File: config.mk
export PLATFORM = sky130hd
export DESIGN_NAME = ethernet_frame_builder_crc32
export DESIGN_NICKNAME = d
export VERILOG_FILES = /design/src/hw/rtl/efb_pkg.sv /design/src/hw/rtl/efb_front.sv /design/src/hw/rtl/efb_queue.sv /design/src/hw/rtl/efb_back.sv /design/src/hw/rtl/ethernet_frame_builder_crc32.sv
export SDC_FILE = /design/constraint.sdc
export NUM_CORES = 1
export LEC_CHECK = 0
export ABC_AREA = 1
export BUFFER_PORTS_ARGS = -buffer_cell sky130_fd_sc_hd__buf_2
export CORE_UTILIZATION = 60
export CTS_CLUSTER_SIZE = 24
export DETAILED_ROUTE_END_ITERATION = 10
export PLACE_DENSITY_LB_ADDON = 0.05
export SYNTH_ARGS = -nofsm -noshare
export SYNTH_HDL_FRONTEND = slang
export SYNTH_SLANG_ARGS = --single-unit
export TNS_END_PERCENT = 10
File: constraint.sdc
create_clock -name clk -period 3.52 [get_ports clk]
set_input_delay 0.176 -clock clk [delete_from_list [all_inputs] [get_ports clk]]
set_output_delay 0.176 -clock clk [all_outputs]
set_load 0.005 [all_outputs]
File: src/hw/rtl/efb_pkg.sv
// Package for the Ethernet frame builder: shared types, constants and the CRC step.
// No dependencies; every other file of the block but efb_checker imports it.
`timescale 1ns / 1ps

package efb_pkg;

	localparam int          HDR_BYTES       = 14;
	localparam int          FCS_BYTES       = 4;
	localparam int          CNT_W           = $clog2(HDR_BYTES + 1);
	localparam int          EFB_QUEUE_DEPTH = 4;
	localparam int          CFG_IDX_W       = 2;
	localparam int          CFG_DATA_W      = 48;
	localparam logic [31:0] CRC_POLY        = 32'hEDB8_8320;
	localparam logic [31:0] CRC_INIT        = 32'hFFFF_FFFF;
	localparam logic [15:0] ETHER_TYPE_RST  = 16'h0800;

	localparam logic [CFG_IDX_W-1:0] CFG_DEST_MAC   = 2'd0;
	localparam logic [CFG_IDX_W-1:0] CFG_SRC_MAC    = 2'd1;
	localparam logic [CFG_IDX_W-1:0] CFG_ETHER_TYPE = 2'd2;

	typedef struct packed {
		logic [47:0] dest_mac;
		logic [47:0] src_mac;
		logic [15:0] ether_type;
	} cfg_t;

	// one queued input item, tagged by the front end
	typedef struct packed {
		logic [7:0] data;
		logic       last;
		logic       start;
	} entry_t;

	// reflected CRC-32 over one byte, LSB first
	function automatic logic [31:0] crc_byte(input logic [31:0] c, input logic [7:0] b);
		logic [31:0] r;
		r = c ^ {24'd0, b};
		for (int k = 0; k < 8; k++) begin
			r = r[0] ? ((r >> 1) ^ CRC_POLY) : (r >> 1);
		end
		return r;
	endfunction

endpackage

File: src/hw/rtl/efb_front.sv
// Front end: accepts input items and tags the first byte of each frame.
// Depends on efb_pkg.
`timescale 1ns / 1ps

module efb_front
	import efb_pkg::*;
(
	input  logic       clk,
	input  logic       arst_n,
	input  logic       in_valid,
	input  logic       queue_full,
	input  logic [7:0] payload_byte,
	input  logic       frame_last,
	output logic       in_stall,
	output logic       push,
	output entry_t     push_entry
);

	logic in_frame_q;

	assign in_stall         = queue_full;
	assign push             = in_valid & ~queue_full;
	assign push_entry.data  = payload_byte;
	assign push_entry.last  = frame_last;
	assign push_entry.start = ~in_frame_q;

	// track frame boundaries as items are accepted
	always_ff @(posedge clk or negedge arst_n) begin
		if (!arst_n) begin
			in_frame_q <= 1'b0;
		end else if (push) begin
			in_frame_q <= ~frame_last;
		end
	end

endmodule

File: src/hw/rtl/efb_queue.sv
// Short item queue between the front end and the byte sequencer.
// Depends on efb_pkg for the entry type.
`timescale 1ns / 1ps

module efb_queue
	import efb_pkg::*;
#(
	parameter int DEPTH = EFB_QUEUE_DEPTH
) (
	input  logic   clk,
	input  logic   arst_n,
	input  logic   push,
	input  entry_t push_entry,
	input  logic   pop,
	output logic   full,
	output logic   head_valid,
	output entry_t head
);

	localparam int PTR_W = (DEPTH > 1) ? $clog2(DEPTH) : 1;
	localparam int CNT_W_Q = $clog2(DEPTH + 1);

	entry_t             slot_q [DEPTH];
	logic [PTR_W-1:0]   wr_ptr_q;
	logic [PTR_W-1:0]   rd_ptr_q;
	logic [CNT_W_Q-1:0] count_q;

	function automatic logic [PTR_W-1:0] ptr_next(input logic [PTR_W-1:0] p);
		return (p == PTR_W'(DEPTH - 1)) ? '0 : p + 1'b1;
	endfunction

	assign full       = (count_q == CNT_W_Q'(DEPTH));
	assign head_valid = (count_q != '0);
	assign head       = slot_q[rd_ptr_q];

	always_ff @(posedge clk) begin
		if (push) begin
			slot_q[wr_ptr_q] <= push_entry;
		end
	end

	always_ff @(posedge clk or negedge arst_n) begin
		if (!arst_n) begin
			wr_ptr_q <= '0;
			rd_ptr_q <= '0;
			count_q  <= '0;
		end else begin
			if (push) wr_ptr_q <= ptr_next(wr_ptr_q);
			if (pop)  rd_ptr_q <= ptr_next(rd_ptr_q);
			if (push && !pop)      count_q <= count_q + 1'b1;
			else if (!push && pop) count_q <= count_q - 1'b1;
		end
	end

endmodule

File: src/hw/rtl/efb_back.sv
// Back end: byte sequencer that emits header, payload and FCS bytes and runs the CRC.
// Depends on efb_pkg; reads queued items from efb_queue.
`timescale 1ns / 1ps

module efb_back
	import efb_pkg::*;
(
	input  logic       clk,
	input  logic       arst_n,
	input  cfg_t       cfg,
	input  logic       head_valid,
	input  entry_t     head,
	output logic       pop,
	input  logic       out_stall,
	output logic       out_valid,
	output logic [7:0] out_byte,
	output logic       frame_end,
	output logic       run_end
);

	localparam logic [1:0] PH_NEW = 2'd0;
	localparam logic [1:0] PH_HDR = 2'd1;
	localparam logic [1:0] PH_FCS = 2'd2;

	logic [1:0]       phase_q, phase_d;
	logic [CNT_W-1:0] cnt_q, cnt_d;
	logic [31:0]      crc_q;
	logic             out_valid_q;
	logic [7:0]       out_byte_q;
	logic             frame_end_q;
	logic             run_end_q;

	logic             adv;
	logic             emit;
	logic             take;
	logic             crc_upd;
	logic             crc_clr;
	logic [7:0]       byte_d;
	logic             fend_d;
	logic             rend_d;
	logic [31:0]      fcs;

	function automatic logic [7:0] hdr_byte(input cfg_t c, input logic [CNT_W-1:0] idx);
		logic [7:0] b;
		case (idx)
			0:       b = c.dest_mac[47:40];
			1:       b = c.dest_mac[39:32];
			2:       b = c.dest_mac[31:24];
			3:       b = c.dest_mac[23:16];
			4:       b = c.dest_mac[15:8];
			5:       b = c.dest_mac[7:0];
			6:       b = c.src_mac[47:40];
			7:       b = c.src_mac[39:32];
			8:       b = c.src_mac[31:24];
			9:       b = c.src_mac[23:16];
			10:      b = c.src_mac[15:8];
			11:      b = c.src_mac[7:0];
			12:      b = c.ether_type[15:8];
			default: b = c.ether_type[7:0];
		endcase
		return b;
	endfunction

	assign adv = ~out_valid_q | ~out_stall;
	assign fcs = ~crc_q;
	assign pop = adv & take;

	always_comb begin
		emit    = 1'b0;
		take    = 1'b0;
		crc_upd = 1'b0;
		crc_clr = 1'b0;
		byte_d  = head.data;
		fend_d  = 1'b0;
		rend_d  = 1'b0;
		phase_d = phase_q;
		cnt_d   = cnt_q;
		case (phase_q)
			PH_NEW: begin
				if (head_valid) begin
					emit    = 1'b1;
					crc_upd = 1'b1;
					if (head.start) begin
						byte_d  = hdr_byte(cfg, '0);
						phase_d = PH_HDR;
						cnt_d   = CNT_W'(1);
					end else begin
						take   = 1'b1;
						rend_d = ~head.last;
						if (head.last) begin
							phase_d = PH_FCS;
							cnt_d   = '0;
						end
					end
				end
			end
			PH_HDR: begin
				if (cnt_q == CNT_W'(HDR_BYTES)) begin
					// header done: the payload byte of the same item follows
					if (head_valid) begin
						emit    = 1'b1;
						crc_upd = 1'b1;
						take    = 1'b1;
						rend_d  = ~head.last;
						cnt_d   = '0;
						phase_d = head.last ? PH_FCS : PH_NEW;
					end
				end else begin
					emit    = 1'b1;
					crc_upd = 1'b1;
					byte_d  = hdr_byte(cfg, cnt_q);
					cnt_d   = cnt_q + 1'b1;
				end
			end
			PH_FCS: begin
				emit   = 1'b1;
				byte_d = fcs[8*cnt_q[1:0] +: 8];
				cnt_d  = cnt_q + 1'b1;
				if (cnt_q == CNT_W'(FCS_BYTES - 1)) begin
					fend_d  = 1'b1;
					rend_d  = 1'b1;
					crc_clr = 1'b1;
					phase_d = PH_NEW;
					cnt_d   = '0;
				end
			end
			default: begin
				phase_d = PH_NEW;
				cnt_d   = '0;
			end
		endcase
	end

	always_ff @(posedge clk or negedge arst_n) begin
		if (!arst_n) begin
			phase_q     <= PH_NEW;
			cnt_q       <= '0;
			crc_q       <= CRC_INIT;
			out_valid_q <= 1'b0;
		end else if (adv) begin
			out_valid_q <= emit;
			phase_q     <= phase_d;
			cnt_q       <= cnt_d;
			if (crc_clr)      crc_q <= CRC_INIT;
			else if (crc_upd) crc_q <= crc_byte(crc_q, byte_d);
		end
	end

	// hold the output byte while stalled
	always_ff @(posedge clk) begin
		if (adv && emit) begin
			out_byte_q  <= byte_d;
			frame_end_q <= fend_d;
			run_end_q   <= rend_d;
		end
	end

	assign out_valid = out_valid_q;
	assign out_byte  = out_byte_q;
	assign frame_end = frame_end_q;
	assign run_end   = run_end_q;

endmodule

File: src/hw/rtl/ethernet_frame_builder_crc32.sv
// Top level of the Ethernet II frame builder with CRC-32 FCS; holds the configuration registers.
// Depends on efb_pkg, efb_front, efb_queue and efb_back.
//
//   channel  signals                                      direction
//   in       in_valid, in_stall, payload_byte, frame_last  payload into the block
//   out      out_valid, out_stall, out_byte, frame_end,    frame bytes out of the block
//            run_end
//   cfg      cfg_valid, cfg_ready, cfg_index, cfg_data     register writes, ready always high
//
// The back-end sequencer emits one frame byte per cycle from its output register while items
// are queued and out_stall is low: the first byte of a frame is preceded by the 14 header bytes,
// the last is followed by the 4 FCS bytes. Input is stalled only when the four-entry queue is full.
// Reset is asynchronous, active low; no clearing pass is needed after it.
// An out stall holds the output byte and freezes the sequencer; the queue still fills.
`timescale 1ns / 1ps

module ethernet_frame_builder_crc32
	import efb_pkg::*;
#(
	parameter int QUEUE_DEPTH = EFB_QUEUE_DEPTH
) (
	input  logic                  clk,
	input  logic                  arst_n,
	input  logic                  in_valid,
	output logic                  in_stall,
	input  logic [7:0]            payload_byte,
	input  logic                  frame_last,
	output logic                  out_valid,
	input  logic                  out_stall,
	output logic [7:0]            out_byte,
	output logic                  frame_end,
	output logic                  run_end,
	input  logic                  cfg_valid,
	output logic                  cfg_ready,
	input  logic [CFG_IDX_W-1:0]  cfg_index,
	input  logic [CFG_DATA_W-1:0] cfg_data
);

	cfg_t   cfg_q;
	logic   queue_full;
	logic   push;
	entry_t push_entry;
	logic   pop;
	logic   head_valid;
	entry_t head;

	assign cfg_ready = 1'b1;

	always_ff @(posedge clk or negedge arst_n) begin
		if (!arst_n) begin
			cfg_q.dest_mac   <= '0;
			cfg_q.src_mac    <= '0;
			cfg_q.ether_type <= ETHER_TYPE_RST;
		end else if (cfg_valid && cfg_ready) begin
			case (cfg_index)
				CFG_DEST_MAC:   cfg_q.dest_mac   <= cfg_data;
				CFG_SRC_MAC:    cfg_q.src_mac    <= cfg_data;
				CFG_ETHER_TYPE: cfg_q.ether_type <= cfg_data[15:0];
				default: ;
			endcase
		end
	end

	efb_front u_front (
		.clk          (clk),
		.arst_n       (arst_n),
		.in_valid     (in_valid),
		.queue_full   (queue_full),
		.payload_byte (payload_byte),
		.frame_last   (frame_last),
		.in_stall     (in_stall),
		.push         (push),
		.push_entry   (push_entry)
	);

	efb_queue #(
		.DEPTH (QUEUE_DEPTH)
	) u_queue (
		.clk        (clk),
		.arst_n     (arst_n),
		.push       (push),
		.push_entry (push_entry),
		.pop        (pop),
		.full       (queue_full),
		.head_valid (head_valid),
		.head       (head)
	);

	efb_back u_back (
		.clk        (clk),
		.arst_n     (arst_n),
		.cfg        (cfg_q),
		.head_valid (head_valid),
		.head       (head),
		.pop        (pop),
		.out_stall  (out_stall),
		.out_valid  (out_valid),
		.out_byte   (out_byte),
		.frame_end  (frame_end),
		.run_end    (run_end)
	);

endmodule

# After elaboration in Yosys (flattened, before gate mapping)
# Memories as Yosys holds them, arrays and structs flattened.
# Cells that the tools add are included.
[classes] n_eq_ne=26 n_bitwise=19 n_shift=1 mux=51 n_addsub=5 reduce_logical=17
[op_table] op="two-way mux 32 bit" count=10
[op_table] op="NOT 13 -> 14 bit" count=8
[op_table] op="case mux 8 bit (13 select lines)" count=1
[op_table] op="NOT 32 bit" count=1
[op_table] op="indexed part select 32 x 6 -> 8 bit" count=1
[op_table] op="bitwise XOR 32 x 8 -> 32 bit" count=1
[op_table] op="equality test 4 bit (second input constant)" count=6
[op_table] op="two-way mux 4 bit" count=6
[op_table] op="two-way mux 8 bit" count=3
[op_table] op="case mux 8 bit (3 select lines)" count=1
[op_table] op="two-way mux 2 bit" count=9
[op_table] op="equality test 4 x 3 -> 1 bit (second input constant)" count=4
[op_table] op="two-way mux 1 bit" count=13
[op_table] op="case mux 4 bit (3 select lines)" count=1
[op_table] op="equality test 2 bit (second input constant)" count=4
[op_table] op="equality test 4 x 2 -> 1 bit (second input constant)" count=2
[op_table] op="AND reduction 2 bit" count=4
[op_table] op="two-way mux 3 bit" count=2
[op_table] op="NOT 1 bit" count=6
[op_table] op="case mux 1 bit (3 select lines)" count=2
[op_table] op="case mux 2 bit (3 select lines)" count=1
[op_table] op="AND reduction 6 bit" count=1
[op_table] op="adder 2 x 1 -> 2 bit (second input constant)" count=2
[op_table] op="adder 4 x 1 -> 4 bit (second input constant)" count=1
[op_table] op="19 further kinds" count=29
[word_totals] in_bits=64 n_memories=1 register_bits=169 ram_bits=40 elab_cells=134
[memory_table] memory="u_queue.slot_q" depth=4 word_bits=10 read_ports=1 rd_ports_with_merged_regs=0 write_ports=1 line_no="efb_queue.sv:23" rtl="entry_t slot_q [DEPTH];"

# Logic depth before layout (Yosys ltp)
[depth] word_depth=23 depth_mapped=25

# Hierarchy
# From an unflattened synthesis, not the netlist that was laid out.
[hier_totals] cells_unflattened=1576 area_unflattened_um2=11915.2
[modules_own_cells] module="efb_back" instances=1 seq_area_each_um2=1316.3 cells_per_inst=888 area_per_inst_um2=5131.2
[modules_own_cells] module="ethernet_frame_builder_crc32" instances=1 seq_area_each_um2=2803.9 cells_per_inst=499 area_per_inst_um2=4603.2
[modules_own_cells] module="efb_queue" instances=1 seq_area_each_um2=1376.3 cells_per_inst=170 area_per_inst_um2=2047.0
[modules_own_cells] module="efb_front" instances=1 seq_area_each_um2=25.0 cells_per_inst=19 area_per_inst_um2=133.9

# Worst setup path after synthesis
# Ideal clock, no wire load.
[synth_timing] path_type="flip-flop to flip-flop" start="reg u_back.cnt_q[0]" end="reg u_back.crc_q[8]" required_time_ps=3434 slack_ps=801 synth_period_minus_slack_ps=2719 path_stages_with_launch=22 arrival_time_ps=2633 path_cell_list="dfrtp_1 inv_1 buf_2 ha_1 buf_2 nand3_1 nand2_1 nor2_1 nand3_4 buf_8 nand3_2 nand2_1 nand2_2 nand2_1 nand2_1 nand2_4 nand2_1 nand2_2 nor2_1 inv_1 o211ai_1 o21ai_1"
[synth_between] elab_chain_cells=17
[synth_lines] element="start, declared" line_no="efb_back.sv:26" rtl="logic [CNT_W-1:0] cnt_q, cnt_d;"
[synth_lines] element="start signal, assigned" line_no="efb_back.sv:143" rtl="cnt_q <= cnt_d;"
[synth_lines] element="equality test 4 bit (tied with other cells)" line_no="efb_back.sv:45" rtl="case (idx)"
[synth_lines] element="case mux 8 bit (13 select lines)" line_no="efb_back.sv:45"
[synth_lines] element="two-way mux 8 bit" line_no="efb_back.sv:98" rtl="if (cnt_q == CNT_W'(HDR_BYTES)) begin"
[synth_lines] element="case mux 8 bit (3 select lines)" line_no="efb_back.sv:78" rtl="case (phase_q)"
[synth_lines] element="bitwise XOR 32 x 8 -> 32 bit" line_no="efb_pkg.sv:37" rtl="r = c ^ {24'd0, b};"
[synth_lines] element="two-way mux 32 bit / NOT 13 -> 14 bit (equally long branches)"
[synth_lines] element="two-way mux 32 bit (5 in a row)" line_no="efb_pkg.sv:39" rtl="r = r[0] ? ((r >> 1) ^ CRC_POLY) : (r >> 1);"
[synth_lines] element="NOT 13 -> 14 bit (no line) / two-way mux 32 bit (equally long branches)"
[synth_lines] element="two-way mux 32 bit" line_no="efb_pkg.sv:39"
[synth_lines] element="NOT 13 -> 14 bit (no line)"
[synth_lines] element="two-way mux 32 bit" line_no="efb_pkg.sv:39"
[synth_lines] element="two-way mux 32 bit" line_no="efb_back.sv:145" rtl="else if (crc_upd) crc_q <= crc_byte(crc_q, byte_d);"
[synth_lines] element="two-way mux 32 bit" line_no="efb_back.sv:144" rtl="if (crc_clr) crc_q <= CRC_INIT;"
[synth_lines] element="end signal, assigned" line_no="efb_back.sv:145"
[synth_lines] element="end, declared" line_no="efb_back.sv:27" rtl="logic [31:0] crc_q;"
# Several ways; a longest one is shown, not always the timed one. The select of a mux whose other input is x is not followed.
# A chain may end at the register's enable or synchronous reset.

# Final worst setup path
[layout_timing] start="reg u_back.cnt_q[1]" end="reg u_back.crc_q[16]"
[layout_between] elab_chain_cells=18
[layout_lines] element="equality test 4 bit (tied with other cells)" line_no="efb_back.sv:45"
[layout_lines] element="case mux 8 bit (13 select lines)" line_no="efb_back.sv:45"
[layout_lines] element="two-way mux 8 bit" line_no="efb_back.sv:98"
[layout_lines] element="case mux 8 bit (3 select lines)" line_no="efb_back.sv:78"
[layout_lines] element="bitwise XOR 32 x 8 -> 32 bit" line_no="efb_pkg.sv:37"
[layout_lines] element="two-way mux 32 bit (2 in a row)" line_no="efb_pkg.sv:39"
[layout_lines] element="NOT 13 -> 14 bit (no line)"
[layout_lines] element="two-way mux 32 bit" line_no="efb_pkg.sv:39"
[layout_lines] element="NOT 13 -> 14 bit (no line)"
[layout_lines] element="two-way mux 32 bit" line_no="efb_pkg.sv:39"
[layout_lines] element="NOT 13 -> 14 bit (no line)"
[layout_lines] element="two-way mux 32 bit (4 in a row)" line_no="efb_pkg.sv:39"
[layout_lines] element="two-way mux 32 bit" line_no="efb_back.sv:145"
[layout_lines] element="two-way mux 32 bit" line_no="efb_back.sv:144"
# Several ways; a longest one is shown, not always the timed one. The select of a mux whose other input is x is not followed.

==> impl_metrics.tcl <==
set metrics [dict create \
    worst-path-buf-inv 3 \
    clock.fmax_mhz 302 \
    synth-main-ff-cell "dfrtp_1" \
    fill_cells 1408 \
    dieHeight_um 139 \
    clock_latency_ns 0.53 \
    grt_pass1_wl_um 51400 \
    maxSlewViolCount 0 \
    wl_um 32000 \
    multi_input_area_um2 4800 \
    synthTopCellsByArea "dfrtp_1 28%, nand2_1 15%, edfxtp_1 13%" \
    grt_usage_pct 33.9 \
    die_w_um 139 \
    gp_congestion 0.988 \
    io_buffers 75 \
    grt_max_degree 97 \
    cellLeakagePower_nw 6.71 \
    whs_ns 0.00461 \
    route.detailed.drc 0 \
    wl_met3_um 1710 \
    synth_fp_nets 1527 \
    met1_length_um 13200 \
    crit_family "simple AND/OR/NAND/NOR gates" \
    overflow 0 \
    status "finished, final reports clean" \
    worst-path-stages 19 \
    grt_pass1_vias 9791 \
    crit_required_ns 3.99 \
    via_per_inst 5.54 \
    clockBufferDepth 3 \
    drtIter0Drc 752 \
    path_clk_slew_ns 0.06 \
    cts_buffers 24 \
    end_kind "register" \
    tightest_slew_ns 1.17 \
    yosys_warnings 0 \
    clockRootBuffer "clkbuf_16" \
    drtPass1Iterations 5 \
    critPathSlowestCell "dfrtp_1" \
    utilization_pct 73.1 \
    diodes 0 \
    top_level_ports 77 \
    worstSetupStartpointType "register" \
    wl_met2_um 15600 \
    rsz0062_at_grt "no" \
    total_power_w 0.0146 \
    cts_htree_levels 1 \
    drive_above_1_share_pct 15.8 \
    crit_start "u_back.cnt_q[1]" \
    ys_types 45 \
    ys_ff_latch 209 \
    synth.largest_area_cell "dfrtp_1" \
    drv_cap 0 \
    post-cts-setup-buffers 0 \
    clock_skew_ns 0.0122 \
    crit_top_cell "nand2_1" \
    fp-row-count 49 \
    dp_slack_ns 0.306 \
    r2r_start "u_back.cnt_q[1]" \
    finalHoldViolCount 0 \
    r2r_cells 19 \
    cts_tree "done" \
    core_area_um2 18200 \
    worst_slack_ns 0.207 \
    maxUsedRoutingLayer "met4" \
    rrSetupSlack_ns 0.21 \
    worstPathMaxFanout 11 \
    seq_area_frac_synth_pct 48.8 \
    synth_edf_count 50 \
    ir_drop_v 0.000514 \
    synth_area_um2 11300 \
    area_growth_pct 17.7 \
    post-dp-hpwl_um 22000 \
    synth_common_cells "450 x nand2_1, 176 x inv_1, 147 x o21ai_0, 126 x dfrtp_1, 111 x nand3_1" \
    start_util_pct 62.1 \
    dr_total_vias 10100 \
    crit_type "register to register" \
    cp.arrival_ns 3.78 \
    final_net_count 1652 \
    syn_area_per_cell_um2 7.79 \
    slowest_delay_ns 0.44 \
    fin_crit_ns 3.31 \
    yosysMostFrequentCell "nand2_1" \
    setup_viol 0 \
    period_share_pct 94.1 \
    tns_ns 0 \
    dieArea_um2 19400 \
    power_density_nw_per_um2 1100 \
    detail-route-antenna-nets 0 \
    max_slew_margin_pct 22.0 \
    routedWlPerCell_um 17.5 \
    synth_top_area_share_pct 27.9 \
    syn_inst 1452 \
    async_flop_share_pct 76.1 \
    crit_end "u_back.crc_q[16]" \
    hp-start "cfg_data[4]" \
    clock-sinks 209 \
    path_cells "inv_2 -> ha_1 -> buf_4 -> nand3_1 -> o21ai_0 -> nor3_1 -> nand3_1 -> nand2_1 -> nand2_2 -> nand2_1 -> nand2_1 -> nand2_1 -> nand2_1 -> nand2_4 -> xor2_1 -> nand2_1 -> nand3_1 -> nand2_1 -> inv_1" \
    grt_antenna_before_repair 0 \
    min_path_type "primary input to register" \
    worst_r2r_endpoint "u_back.crc_q[16]" \
    regArea_um2 5520 \
]
==> worst min path at each step <==
stage                                to  slack (ns)  cells past startpoint
floorplan                      cfg_q[0]       -0.12                      0
global placement    u_queue.rd_ptr_q[1]        0.15                      1
detailed placement  u_queue.rd_ptr_q[1]        0.16                      1
CTS                           cfg_q[68]       0.002                      3
global route                  cfg_q[17]        0.02                      3
finish                        cfg_q[68]       0.005                      3
==> metrics by stage <==
| stage | instance area, um^2 | std cells |
|---|---|---|
| 6_report | 13300 | 1824 |
| 5_1_grt | 13300 | 1824 |
| 4_1_cts | 13300 | 1824 |
| 3_5_place_dp | 11900 | 1723 |
| 3_3_place_gp | 11900 | 1723 |
| 2_1_floorplan | 11300 | 1452 |
==> sequential cells by signal (all words and copies together) (netlist names) <==
name / flops
u_back.cnt_q: 4
u_back.frame_end: 1
u_queue.wr_ptr_q: 2
u_back.crc_q: 32
u_front.in_frame_q: 1
u_queue.slot_q: 40
cfg_q: 112
u_queue.count_q: 3
u_queue.rd_ptr_q: 2
u_back.out_valid: 1
u_back.phase_q: 2
u_back.run_end: 1
u_back.out_byte: 8
==> worst register-to-register path, stage by stage (launching register included) <==
cell and delay (ns):
dfrtp_1 0.44, inv_2 0.21, ha_1 0.34, buf_4 0.22
nand3_1 0.12, o21ai_0 0.36, nor3_1 0.10, nand3_1 0.16
nand2_1 0.13, nand2_2 0.09, nand2_1 0.08, nand2_1 0.07
nand2_1 0.18, nand2_1 0.18, nand2_4 0.09, xor2_1 0.21
nand2_1 0.08, nand3_1 0.09, nand2_1 0.05, inv_1 0.05
==> layout make-up <==
class | count | area share (%)
clock inverters | 11 | 1.50
multi-input cells | 1001 | 36.0
repair buffers | 154 | 8.48
flip-flops and latches | 209 | 41.5
clock buffers | 33 | 5.06
well taps | 229 | 2.15
inverters | 187 | 5.29
==> power by group <==
part / internal, W / switching, W / total, W
clock: 0.00171 / 0.00102 / 0.00274
combinational: 0.00259 / 0.00539 / 0.00798
sequential: 0.00335 / 0.000543 / 0.00390
==> cell families (layout without fill, tap and decap cells) <==
| family | count (synthesis) | count (layout) | share of synthesized area (%) |
|---|---|---|---|
| flip-flops | 209 | 209 | 48.8 |
| XOR/XNOR | 25 | 25 | 1.94 |
| AND/OR/NAND/NOR | 745 | 745 | 28.9 |
| other | 1 | 1 | 0.0331 |
| AO/OA/AOI/OAI | 217 | 217 | 9.98 |
| adder cells (fa/ha/maj) | 11 | 11 | 1.28 |
| buffers and inverters | 242 | 385 | 8.91 |
| multiplexers | 2 | 2 | 0.199 |
==> layer usage <==
layer / vias up / GRT usage (%)
met5: - / 0
met4: 0 / 14.6
met3: 93 / 4.20
met2: 392 / 58.3
met1: 4729 / 43.3
li1: 4889 / -
==> timing repair <==
item / in CTS / in global routing
setup endpoints to repair: 0 / 7
endpoints found under the hold margin: 186 / 0
gates resized for setup: 0 / 2
hold buffers: 57 / 0
==> cells in the final DEF, fill, tap and decap left out, types with 9 or more instances in the layout <==
cell type / Yosys / routed
ha_1: 10 / 9
clkbuf_16: 0 / 24
o21ai_0: 147 / 147
a21oi_1: 34 / 34
dlygate4sd3_1: 0 / 57
nand2_2: 41 / 41
nand2_1: 450 / 450
buf_4: 4 / 21
buf_2: 15 / 74
nor2_1: 85 / 85
o21ai_1: 14 / 14
o22ai_1: 12 / 12
edfxtp_1: 50 / 50
nand3_1: 111 / 108
inv_1: 176 / 176
nor3_1: 9 / 9
dfrtp_1: 126 / 126
xor2_1: 22 / 22
nand4_1: 20 / 20
dfstp_2: 33 / 33
No activity file was read; power rests on OpenSTA's default activity.
